### config.mk
export PLATFORM = sky130hd
export DESIGN_NAME = max_heap_priority_queue
export DESIGN_NICKNAME = d
export VERILOG_FILES = /design/src/mhpq_pkg.sv /design/src/mhpq_ram.sv /design/src/mhpq_seq.sv /design/src/max_heap_priority_queue.sv
export SDC_FILE = /design/constraint.sdc
export NUM_CORES = 2
export LEC_CHECK = 0
export BUFFER_PORTS_ARGS = -buffer_cell sky130_fd_sc_hd__buf_2
export CAP_MARGIN = 20
export CORE_MARGIN = 2
export CORE_UTILIZATION = 30
export CTS_CLUSTER_SIZE = 16
export DETAILED_ROUTE_END_ITERATION = 12
export SYNTH_ARGS = -nofsm -noshare
export SYNTH_HDL_FRONTEND = slang
export SYNTH_SLANG_ARGS = --single-unit
### constraint.sdc
create_clock -name clk -period 14.6 [get_ports clk]
set_clock_uncertainty 0.2 [all_clocks]
set_input_delay 2.92 -clock clk [delete_from_list [all_inputs] [get_ports clk]]
set_output_delay 2.92 -clock clk [all_outputs]
set_load 0.01 [all_outputs]
### src/mhpq_pkg.sv
// ----------------------------------------------------------------------------
// mhpq_pkg
// Shared types and constants for the binary max-heap priority queue: word
// formats of both channels, heap entry layout, memory request and the
// status handed from the sequencer to the top level.
// ----------------------------------------------------------------------------
package mhpq_pkg;

	localparam int CAPACITY  = 64;
	localparam int PAYLOAD_W = 32;
	localparam int PRIO_W    = 16;
	localparam int ADDR_W    = $clog2(CAPACITY);
	localparam int CNT_W     = $clog2(CAPACITY + 1);
	localparam int CHILD_W   = ADDR_W + 2;
	localparam int ENTRY_W   = PAYLOAD_W + PRIO_W;

	localparam logic OP_PUSH = 1'b0;
	localparam logic OP_POP  = 1'b1;

	localparam logic [1:0] ST_DONE  = 2'd0;
	localparam logic [1:0] ST_FULL  = 2'd1;
	localparam logic [1:0] ST_EMPTY = 2'd2;

	typedef struct packed {
		logic [PAYLOAD_W-1:0]      payload;
		logic signed [PRIO_W-1:0]  prio;
	} entry_t;

	typedef struct packed {
		logic                      opcode;
		logic [PAYLOAD_W-1:0]      payload;
		logic signed [PRIO_W-1:0]  prio;
	} cmd_word_t;

	typedef struct packed {
		logic [PAYLOAD_W-1:0]      top_payload;
		logic signed [PRIO_W-1:0]  top_prio;
		logic                      is_empty;
		logic [CNT_W-1:0]          entry_total;
		logic [1:0]                status;
	} rsp_word_t;

	typedef struct packed {
		logic                we;
		logic [ADDR_W-1:0]   waddr;
		logic [ENTRY_W-1:0]  wdata;
		logic [ADDR_W-1:0]   raddr;
	} mem_req_t;

	typedef struct packed {
		logic              busy;
		logic              fire;
		logic [1:0]        status;
		logic [CNT_W-1:0]  count;
	} seq_stat_t;

endpackage

### src/mhpq_ram.sv
// ----------------------------------------------------------------------------
// mhpq_ram
// Generic single-write, single-read synchronous RAM with registered read.
// ----------------------------------------------------------------------------
module mhpq_ram #(
	parameter int WIDTH = 48,
	parameter int DEPTH = 64
) (
	input  logic                      clk,
	input  logic                      we,
	input  logic [$clog2(DEPTH)-1:0]  waddr,
	input  logic [WIDTH-1:0]          wdata,
	input  logic [$clog2(DEPTH)-1:0]  raddr,
	output logic [WIDTH-1:0]          rdata
);

	logic [WIDTH-1:0] mem_q [DEPTH];

	always_ff @(posedge clk) begin
		if (we) begin
			mem_q[waddr] <= wdata;
		end
		rdata <= mem_q[raddr];
	end

endmodule

### src/mhpq_seq.sv
// ----------------------------------------------------------------------------
// mhpq_seq
// Heap sequencer: walks sift-up and sift-down over the heap memory with a
// moving hole, one read port and one write port.
// ----------------------------------------------------------------------------
module mhpq_seq import mhpq_pkg::*; (
	input  logic               clk,
	input  logic               arst_n,
	input  logic               start,
	input  cmd_word_t          cmd,
	input  logic               res_free,
	input  logic [ENTRY_W-1:0] rdata,
	output mem_req_t           mem_req,
	output seq_stat_t          stat
);

	localparam logic [3:0] S_IDLE     = 4'd0;
	localparam logic [3:0] S_UP_RD    = 4'd1;
	localparam logic [3:0] S_UP_CMP   = 4'd2;
	localparam logic [3:0] S_UP_PUT   = 4'd3;
	localparam logic [3:0] S_DN_LAST  = 4'd4;
	localparam logic [3:0] S_DN_LOAD  = 4'd5;
	localparam logic [3:0] S_DN_LEFT  = 4'd6;
	localparam logic [3:0] S_DN_RIGHT = 4'd7;
	localparam logic [3:0] S_DN_CMP   = 4'd8;
	localparam logic [3:0] S_FIN_RD   = 4'd9;
	localparam logic [3:0] S_FIN_WAIT = 4'd10;

	logic [3:0]         state_q, state_d;
	logic [CNT_W-1:0]   fill_q, fill_d;
	logic [ADDR_W-1:0]  idx_q, idx_d;
	entry_t             cur_q, cur_d;
	entry_t             lch_q, lch_d;
	logic               r_ok_q, r_ok_d;
	logic [1:0]         status_q, status_d;

	entry_t             rd_e;
	entry_t             cmd_e;
	logic [ADDR_W-1:0]  parent;
	logic [ADDR_W-1:0]  grand;
	logic [CHILD_W-1:0] lidx;
	logic [CHILD_W-1:0] ridx;
	logic [CHILD_W-1:0] fill_ext;
	logic               l_win;
	logic               r_win;
	logic signed [PRIO_W-1:0] best_prio;

	assign rd_e          = entry_t'(rdata);
	assign cmd_e.payload = cmd.payload;
	assign cmd_e.prio    = cmd.prio;

	assign parent    = (idx_q - ADDR_W'(1)) >> 1;
	assign grand     = (parent - ADDR_W'(1)) >> 1;
	assign lidx      = {1'b0, idx_q, 1'b1};
	assign ridx      = {1'b0, idx_q, 1'b0} + CHILD_W'(2);
	assign fill_ext  = CHILD_W'(fill_q);
	assign l_win     = lch_q.prio > cur_q.prio;
	assign best_prio = l_win ? lch_q.prio : cur_q.prio;
	assign r_win     = r_ok_q && (rd_e.prio > best_prio);

	always_comb begin
		state_d  = state_q;
		fill_d   = fill_q;
		idx_d    = idx_q;
		cur_d    = cur_q;
		lch_d    = lch_q;
		r_ok_d   = r_ok_q;
		status_d = status_q;
		mem_req  = '0;
		stat     = '0;

		case (state_q)
			S_IDLE: begin
				if (start) begin
					status_d = ST_DONE;
					if (cmd.opcode == OP_PUSH) begin
						if (fill_q == CNT_W'(CAPACITY)) begin
							status_d = ST_FULL;
							state_d  = S_FIN_RD;
						end else begin
							cur_d   = cmd_e;
							idx_d   = fill_q[ADDR_W-1:0];
							fill_d  = fill_q + CNT_W'(1);
							state_d = (fill_q == '0) ? S_UP_PUT : S_UP_RD;
						end
					end else begin
						if (fill_q == '0) begin
							status_d = ST_EMPTY;
							state_d  = S_FIN_RD;
						end else begin
							fill_d  = fill_q - CNT_W'(1);
							idx_d   = '0;
							state_d = (fill_q == CNT_W'(1)) ? S_FIN_RD : S_DN_LAST;
						end
					end
				end
			end
			S_UP_RD: begin
				mem_req.raddr = parent;
				state_d       = S_UP_CMP;
			end
			S_UP_CMP: begin
				// move the parent down into the hole while the new entry wins
				mem_req.we = 1'b1;
				if (cur_q.prio > rd_e.prio) begin
					mem_req.waddr = idx_q;
					mem_req.wdata = rdata;
					idx_d         = parent;
					mem_req.raddr = grand;
					state_d       = (parent == '0) ? S_UP_PUT : S_UP_CMP;
				end else begin
					mem_req.waddr = idx_q;
					mem_req.wdata = cur_q;
					state_d       = S_FIN_RD;
				end
			end
			S_UP_PUT: begin
				mem_req.we    = 1'b1;
				mem_req.waddr = idx_q;
				mem_req.wdata = cur_q;
				state_d       = S_FIN_RD;
			end
			S_DN_LAST: begin
				mem_req.raddr = fill_q[ADDR_W-1:0];
				state_d       = S_DN_LOAD;
			end
			S_DN_LOAD: begin
				cur_d   = rd_e;
				state_d = S_DN_LEFT;
			end
			S_DN_LEFT: begin
				if (lidx >= fill_ext) begin
					mem_req.we    = 1'b1;
					mem_req.waddr = idx_q;
					mem_req.wdata = cur_q;
					state_d       = S_FIN_RD;
				end else begin
					mem_req.raddr = lidx[ADDR_W-1:0];
					state_d       = S_DN_RIGHT;
				end
			end
			S_DN_RIGHT: begin
				lch_d         = rd_e;
				r_ok_d        = ridx < fill_ext;
				mem_req.raddr = ridx[ADDR_W-1:0];
				state_d       = S_DN_CMP;
			end
			S_DN_CMP: begin
				mem_req.we    = 1'b1;
				mem_req.waddr = idx_q;
				if (r_win) begin
					mem_req.wdata = rdata;
					idx_d         = ridx[ADDR_W-1:0];
					state_d       = S_DN_LEFT;
				end else if (l_win) begin
					mem_req.wdata = lch_q;
					idx_d         = lidx[ADDR_W-1:0];
					state_d       = S_DN_LEFT;
				end else begin
					mem_req.wdata = cur_q;
					state_d       = S_FIN_RD;
				end
			end
			S_FIN_RD: begin
				state_d = S_FIN_WAIT;
			end
			S_FIN_WAIT: begin
				// root read keeps arriving while the result slot is full
				if (res_free) begin
					stat.fire = 1'b1;
					state_d   = S_IDLE;
				end
			end
			default: begin
				state_d = S_IDLE;
			end
		endcase

		stat.busy   = state_q != S_IDLE;
		stat.status = status_q;
		stat.count  = fill_q;
	end

	always_ff @(posedge clk or negedge arst_n) begin
		if (!arst_n) begin
			state_q  <= S_IDLE;
			fill_q   <= '0;
			status_q <= ST_DONE;
			r_ok_q   <= 1'b0;
		end else begin
			state_q  <= state_d;
			fill_q   <= fill_d;
			status_q <= status_d;
			r_ok_q   <= r_ok_d;
		end
	end

	always_ff @(posedge clk) begin
		idx_q <= idx_d;
		cur_q <= cur_d;
		lch_q <= lch_d;
	end

endmodule

### src/max_heap_priority_queue.sv
// ----------------------------------------------------------------------------
// max_heap_priority_queue
// Binary max-heap priority queue of 64 entries (32-bit payload, signed
// 16-bit priority) kept in one synchronous memory.
// ----------------------------------------------------------------------------
// Usage:
//   cmd channel (cmd_valid / cmd_stall / cmd): one word per operation,
//   opcode push or pop. A push stores payload with prio; a pop removes
//   the root. cmd_stall is high while an operation is in progress.
//   rsp channel (rsp_valid / rsp_stall / rsp): exactly one word per
//   command, giving the root, the count and a status (done, push
//   dropped because full, pop on empty) after the operation.
// Timing: one operation at a time. A push moves the parent down into
//   the hole for each level the entry climbs (at most 6), then writes
//   the entry; into an empty heap it writes the root directly. A pop
//   reads the last entry for the root's place and walks it down, at
//   most 5 levels. A dropped push, a pop on empty and a pop of the last
//   entry write no entry. The single memory read port sets the pace:
//   each sift-down level reads the left and right child in turn before
//   deciding. The next command is taken once the sequencer is idle again.
// Reset clears the count and the control; the memory is not cleared,
//   since only entries below the count are ever used.
// A stalled response holds in the output register; the finishing
//   operation waits until that register frees up.
// ----------------------------------------------------------------------------
module max_heap_priority_queue import mhpq_pkg::*; (
	input  logic      clk,
	input  logic      arst_n,
	input  logic      cmd_valid,
	output logic      cmd_stall,
	input  cmd_word_t cmd,
	output logic      rsp_valid,
	input  logic      rsp_stall,
	output rsp_word_t rsp
);

	mem_req_t           mem_req;
	seq_stat_t          stat;
	logic [ENTRY_W-1:0] rdata;
	entry_t             root;
	logic               start;
	logic               res_free;
	logic               rsp_valid_q;
	rsp_word_t          rsp_q;

	// take a command only while the sequencer sits idle
	assign cmd_stall = stat.busy;
	assign start     = cmd_valid && !stat.busy;

	// result slot is free when empty or being drained this cycle
	assign res_free = !rsp_valid_q || !rsp_stall;
	assign root     = entry_t'(rdata);

	mhpq_ram #(
		.WIDTH(ENTRY_W),
		.DEPTH(CAPACITY)
	) u_ram (
		.clk  (clk),
		.we   (mem_req.we),
		.waddr(mem_req.waddr),
		.wdata(mem_req.wdata),
		.raddr(mem_req.raddr),
		.rdata(rdata)
	);

	mhpq_seq u_seq (
		.clk     (clk),
		.arst_n  (arst_n),
		.start   (start),
		.cmd     (cmd),
		.res_free(res_free),
		.rdata   (rdata),
		.mem_req (mem_req),
		.stat    (stat)
	);

	// response valid: set on completion, drop once taken
	always_ff @(posedge clk or negedge arst_n) begin
		if (!arst_n) begin
			rsp_valid_q <= 1'b0;
		end else if (stat.fire) begin
			rsp_valid_q <= 1'b1;
		end else if (!rsp_stall) begin
			rsp_valid_q <= 1'b0;
		end
	end

	// response payload: root as read back, zeroed when the heap is empty
	always_ff @(posedge clk) begin
		if (stat.fire) begin
			rsp_q.is_empty    <= stat.count == '0;
			rsp_q.entry_total <= stat.count;
			rsp_q.status      <= stat.status;
			if (stat.count == '0) begin
				rsp_q.top_payload <= '0;
				rsp_q.top_prio    <= '0;
			end else begin
				rsp_q.top_payload <= root.payload;
				rsp_q.top_prio    <= root.prio;
			end
		end
	end

	assign rsp_valid = rsp_valid_q;
	assign rsp       = rsp_q;

endmodule

==> results.json <==
{
  "die_h_um": 666,
  "core_um2": 435000,
  "slew-limit-headroom": 0.166,
  "areaGrowthSynthToFinish_pct": 14.4,
  "run_status": "finished, final reports clean",
  "power.total_w": 0.0366,
  "cts_tree": "built",
  "maxCapViolCount": 0,
  "min_period_over_period": 0.540,
  "wirelength_um": 467000,
  "h-tree-depth": 5,
  "ant_nets": 0,
  "grt_max_degree": 123,
  "dp_cells": 14800,
  "ys_warn_count": 0,
  "clk_latency_ns": 0.92,
  "initialDrtViolationCount": 13700,
  "grt_pass1_wl_um": 640000,
  "required_ns": 15.00,
  "viasPerCell": 5.63,
  "ioPinCount": 113,
  "critPathArrivalTime_ns": 8.29,
  "hold_buffers": 0,
  "multi_input_area_um2": 30700,
  "power_density_nw_per_um2": 244,
  "final_common_cell": "edfxtp_1",
  "ctsResizeCount": 0,
  "layout.nets": 9462,
  "io_buffers": 112,
  "syn-num-nets": 9273,
  "clockRootBuffer": "clkbuf_16",
  "tns_ns": 0,
  "gp_congestion": 0.877,
  "dpl.hpwl_um": 257000,
  "ir_worst_vdd_v": 0.000376,
  "fin_crit_ns": 7.89,
  "ctsLongestPathBuffers": 4,
  "syn_area_per_cell_um2": 14.3,
  "fin_cells": 15400,
  "die_x_um": 666,
  "cts_setup_buffers": 0,
  "die_area_um2": 443000,
  "synth_flop_cell": "edfxtp_1",
  "synth_seq_cells": 3295,
  "fill_cells": 41500,
  "via_count": 86400,
  "numCtsBuffers": 318,
  "syn_inst": 9154,
  "layout_common_cells": "edfxtp_1, nand2_1, nand3_1, mux2i_1, clkbuf_16",
  "drive_above_1_share": 0.118,
  "fmax_mhz": 127,
  "holdWs_ns": 0.258,
  "start_util": 0.302,
  "antenna_found_initial": 41,
  "cp_slowest_cell": "buf_4",
  "syn_area_um2": 131000,
  "yosysSeqAreaShare": 0.749,
  "setup_viol": 0,
  "cpPeakStageDelay_ns": 0.81,
  "hp-class": "flop to flop",
  "ys_async_sr_fraction": 0.00455,
  "grt_setup_unrepaired": "no",
  "cpMostUsedCell": "o21a_1",
  "maxSlewViolCount": 0,
  "register_area_um2": 98400,
  "crit_type": "flop to flop",
  "first_global_vias": 79300,
  "synth_edf_count": 3232,
  "worst_setup_path_end_kind": "flop",
  "yosysUniqueCellTypes": 91,
  "path_clk_slew_ns": 0.06,
  "p_leak_nw": 50.0,
  "grt-ovfl-total": 0,
  "reg2reg_setup_slack_ns": 6.71,
  "first_pass_iters": 7,
  "max_slew.worst_pin.slew_ns": 1.24,
  "critPathMaxFanout": 64,
  "fp-row-count": 242,
  "cts.sink_count": 3295,
  "drt-wirelength-per-cell_um": 30.4,
  "grt.total_usage": 0.203,
  "final-hold-violation-count": 0,
  "start_kind": "flop",
  "drc_errors": 0
}
==> cell usage after synthesis (51+ instances only) <==
library cell / n / area share
edfxtp_1: 3232 / 0.74
nand2_1: 1999 / 0.057
nand3_1: 785 / 0.030
mux2i_1: 374 / 0.029
buf_2: 303 / 0.012
a21oi_1: 299 / 0.011
nor2_1: 185 / 0.0053
clkbuf_1: 184 / 0.0053
a31oi_1: 152 / 0.0072
o21ai_0: 149 / 0.0057
nand4_1: 144 / 0.0069
a32oi_1: 117 / 0.0078
inv_1: 87 / 0.0025
buf_1: 77 / 0.0022
a22oi_1: 68 / 0.0039
nor3_1: 68 / 0.0026
ha_1: 66 / 0.0063
o211ai_1: 64 / 0.0037
mux4_2: 62 / 0.011
and2_1: 54 / 0.0026
mux2_2: 51 / 0.0044
==> power by group <==
part	total, W	switching (W)	internal (W)
Combinational	0.0154	0.0115	0.00384
Clock	0.00819	0.00359	0.00459
Sequential	0.0130	0.000443	0.0126
Total	0.0366	0.0156	0.0210
==> area by class of cell <==
cell class / count / area share
Sequential cell: 3295 / 0.655
Inverter: 89 / 0.00223
Timing Repair Buffer: 446 / 0.0222
Multi-Input combinational cell: 5193 / 0.205
Antenna cell: 30 / 0.000500
Tap cell: 5734 / 0.0478
Clock buffer: 440 / 0.0589
Clock inverter: 128 / 0.00833
==> flip-flops by register name (all words and copies together) (netlist names) <==
name / count
u_ram.mem_q: 3072
u_seq.fill_q: 7
u_seq.status_q: 2
u_seq.idx_q: 6
u_seq.cur_q: 48
u_seq.state_q: 4
rsp: 58
u_seq.r_ok_q: 1
u_seq.lch_q: 48
u_ram.rdata: 48
rsp_valid: 1
==> final timing paths <==
check	depth (start not counted)	start	to
max	25	u_seq.cur_q[1]$_DFFE_PP_	u_ram.mem_q[59][33]$_DFFE_PP_
min reg2reg	0	u_seq.status_q[1]$_DFFE_PN0P_	rsp[1]$_DFFE_PP_
max reg2reg	25	u_seq.cur_q[1]$_DFFE_PP_	u_ram.mem_q[59][33]$_DFFE_PP_
max in group asynchronous	1	arst_n	u_seq.fill_q[5]$_DFFE_PN0P_
min	0	u_seq.status_q[1]$_DFFE_PN0P_	rsp[1]$_DFFE_PP_
min in group asynchronous	1	arst_n	rsp_valid$_DFFE_PN0P_
==> per-layer routing <==
metal	vias to the layer above	routed length [um]	global-route usage
met5	-	250	0
met4	30	23200	0.0918
met3	1064	61100	0.0528
met2	6010	206000	0.307
met1	44100	177000	0.273
li1	35200	-	-
==> critical path, delay by kind of cell (launching register included) <==
family / cells / cell delay, ns
compound gates: 14 / 2.94
simple gates: 4 / 1.16
flops: 1 / 0.42
mux: 1 / 0.34
fa+ha+maj: 2 / 0.57
buf+inv: 4 / 1.83
==> through the flow <==
stage / instance area [um^2] / utilization / setup WS (ns)
6_report: 150000 / 0.345 / 6.71
5_1_grt: 150000 / 0.345 / 6.38
4_1_cts: 150000 / 0.345 / 6.69
3_5_place_dp: 140000 / 0.322 / 6.74
3_3_place_gp: 140000 / 0.321 / 6.69
2_1_floorplan: 131000 / - / 7.05
==> kinds of logic (layout without fill, tap and decap cells) <==
group           count (synthesis)  after routing  share of synthesized area
compound gates               1231           1231                     0.0645
xor+xnor                       22             22                    0.00157
fa+ha+maj                      66             66                    0.00629
buf+inv                       666           1103                     0.0223
flops                        3295           3295                      0.749
mux                           487            487                     0.0435
other cells                     0             30                          0
simple gates                 3387           3387                      0.112
(Power assumes the default switching activity.)
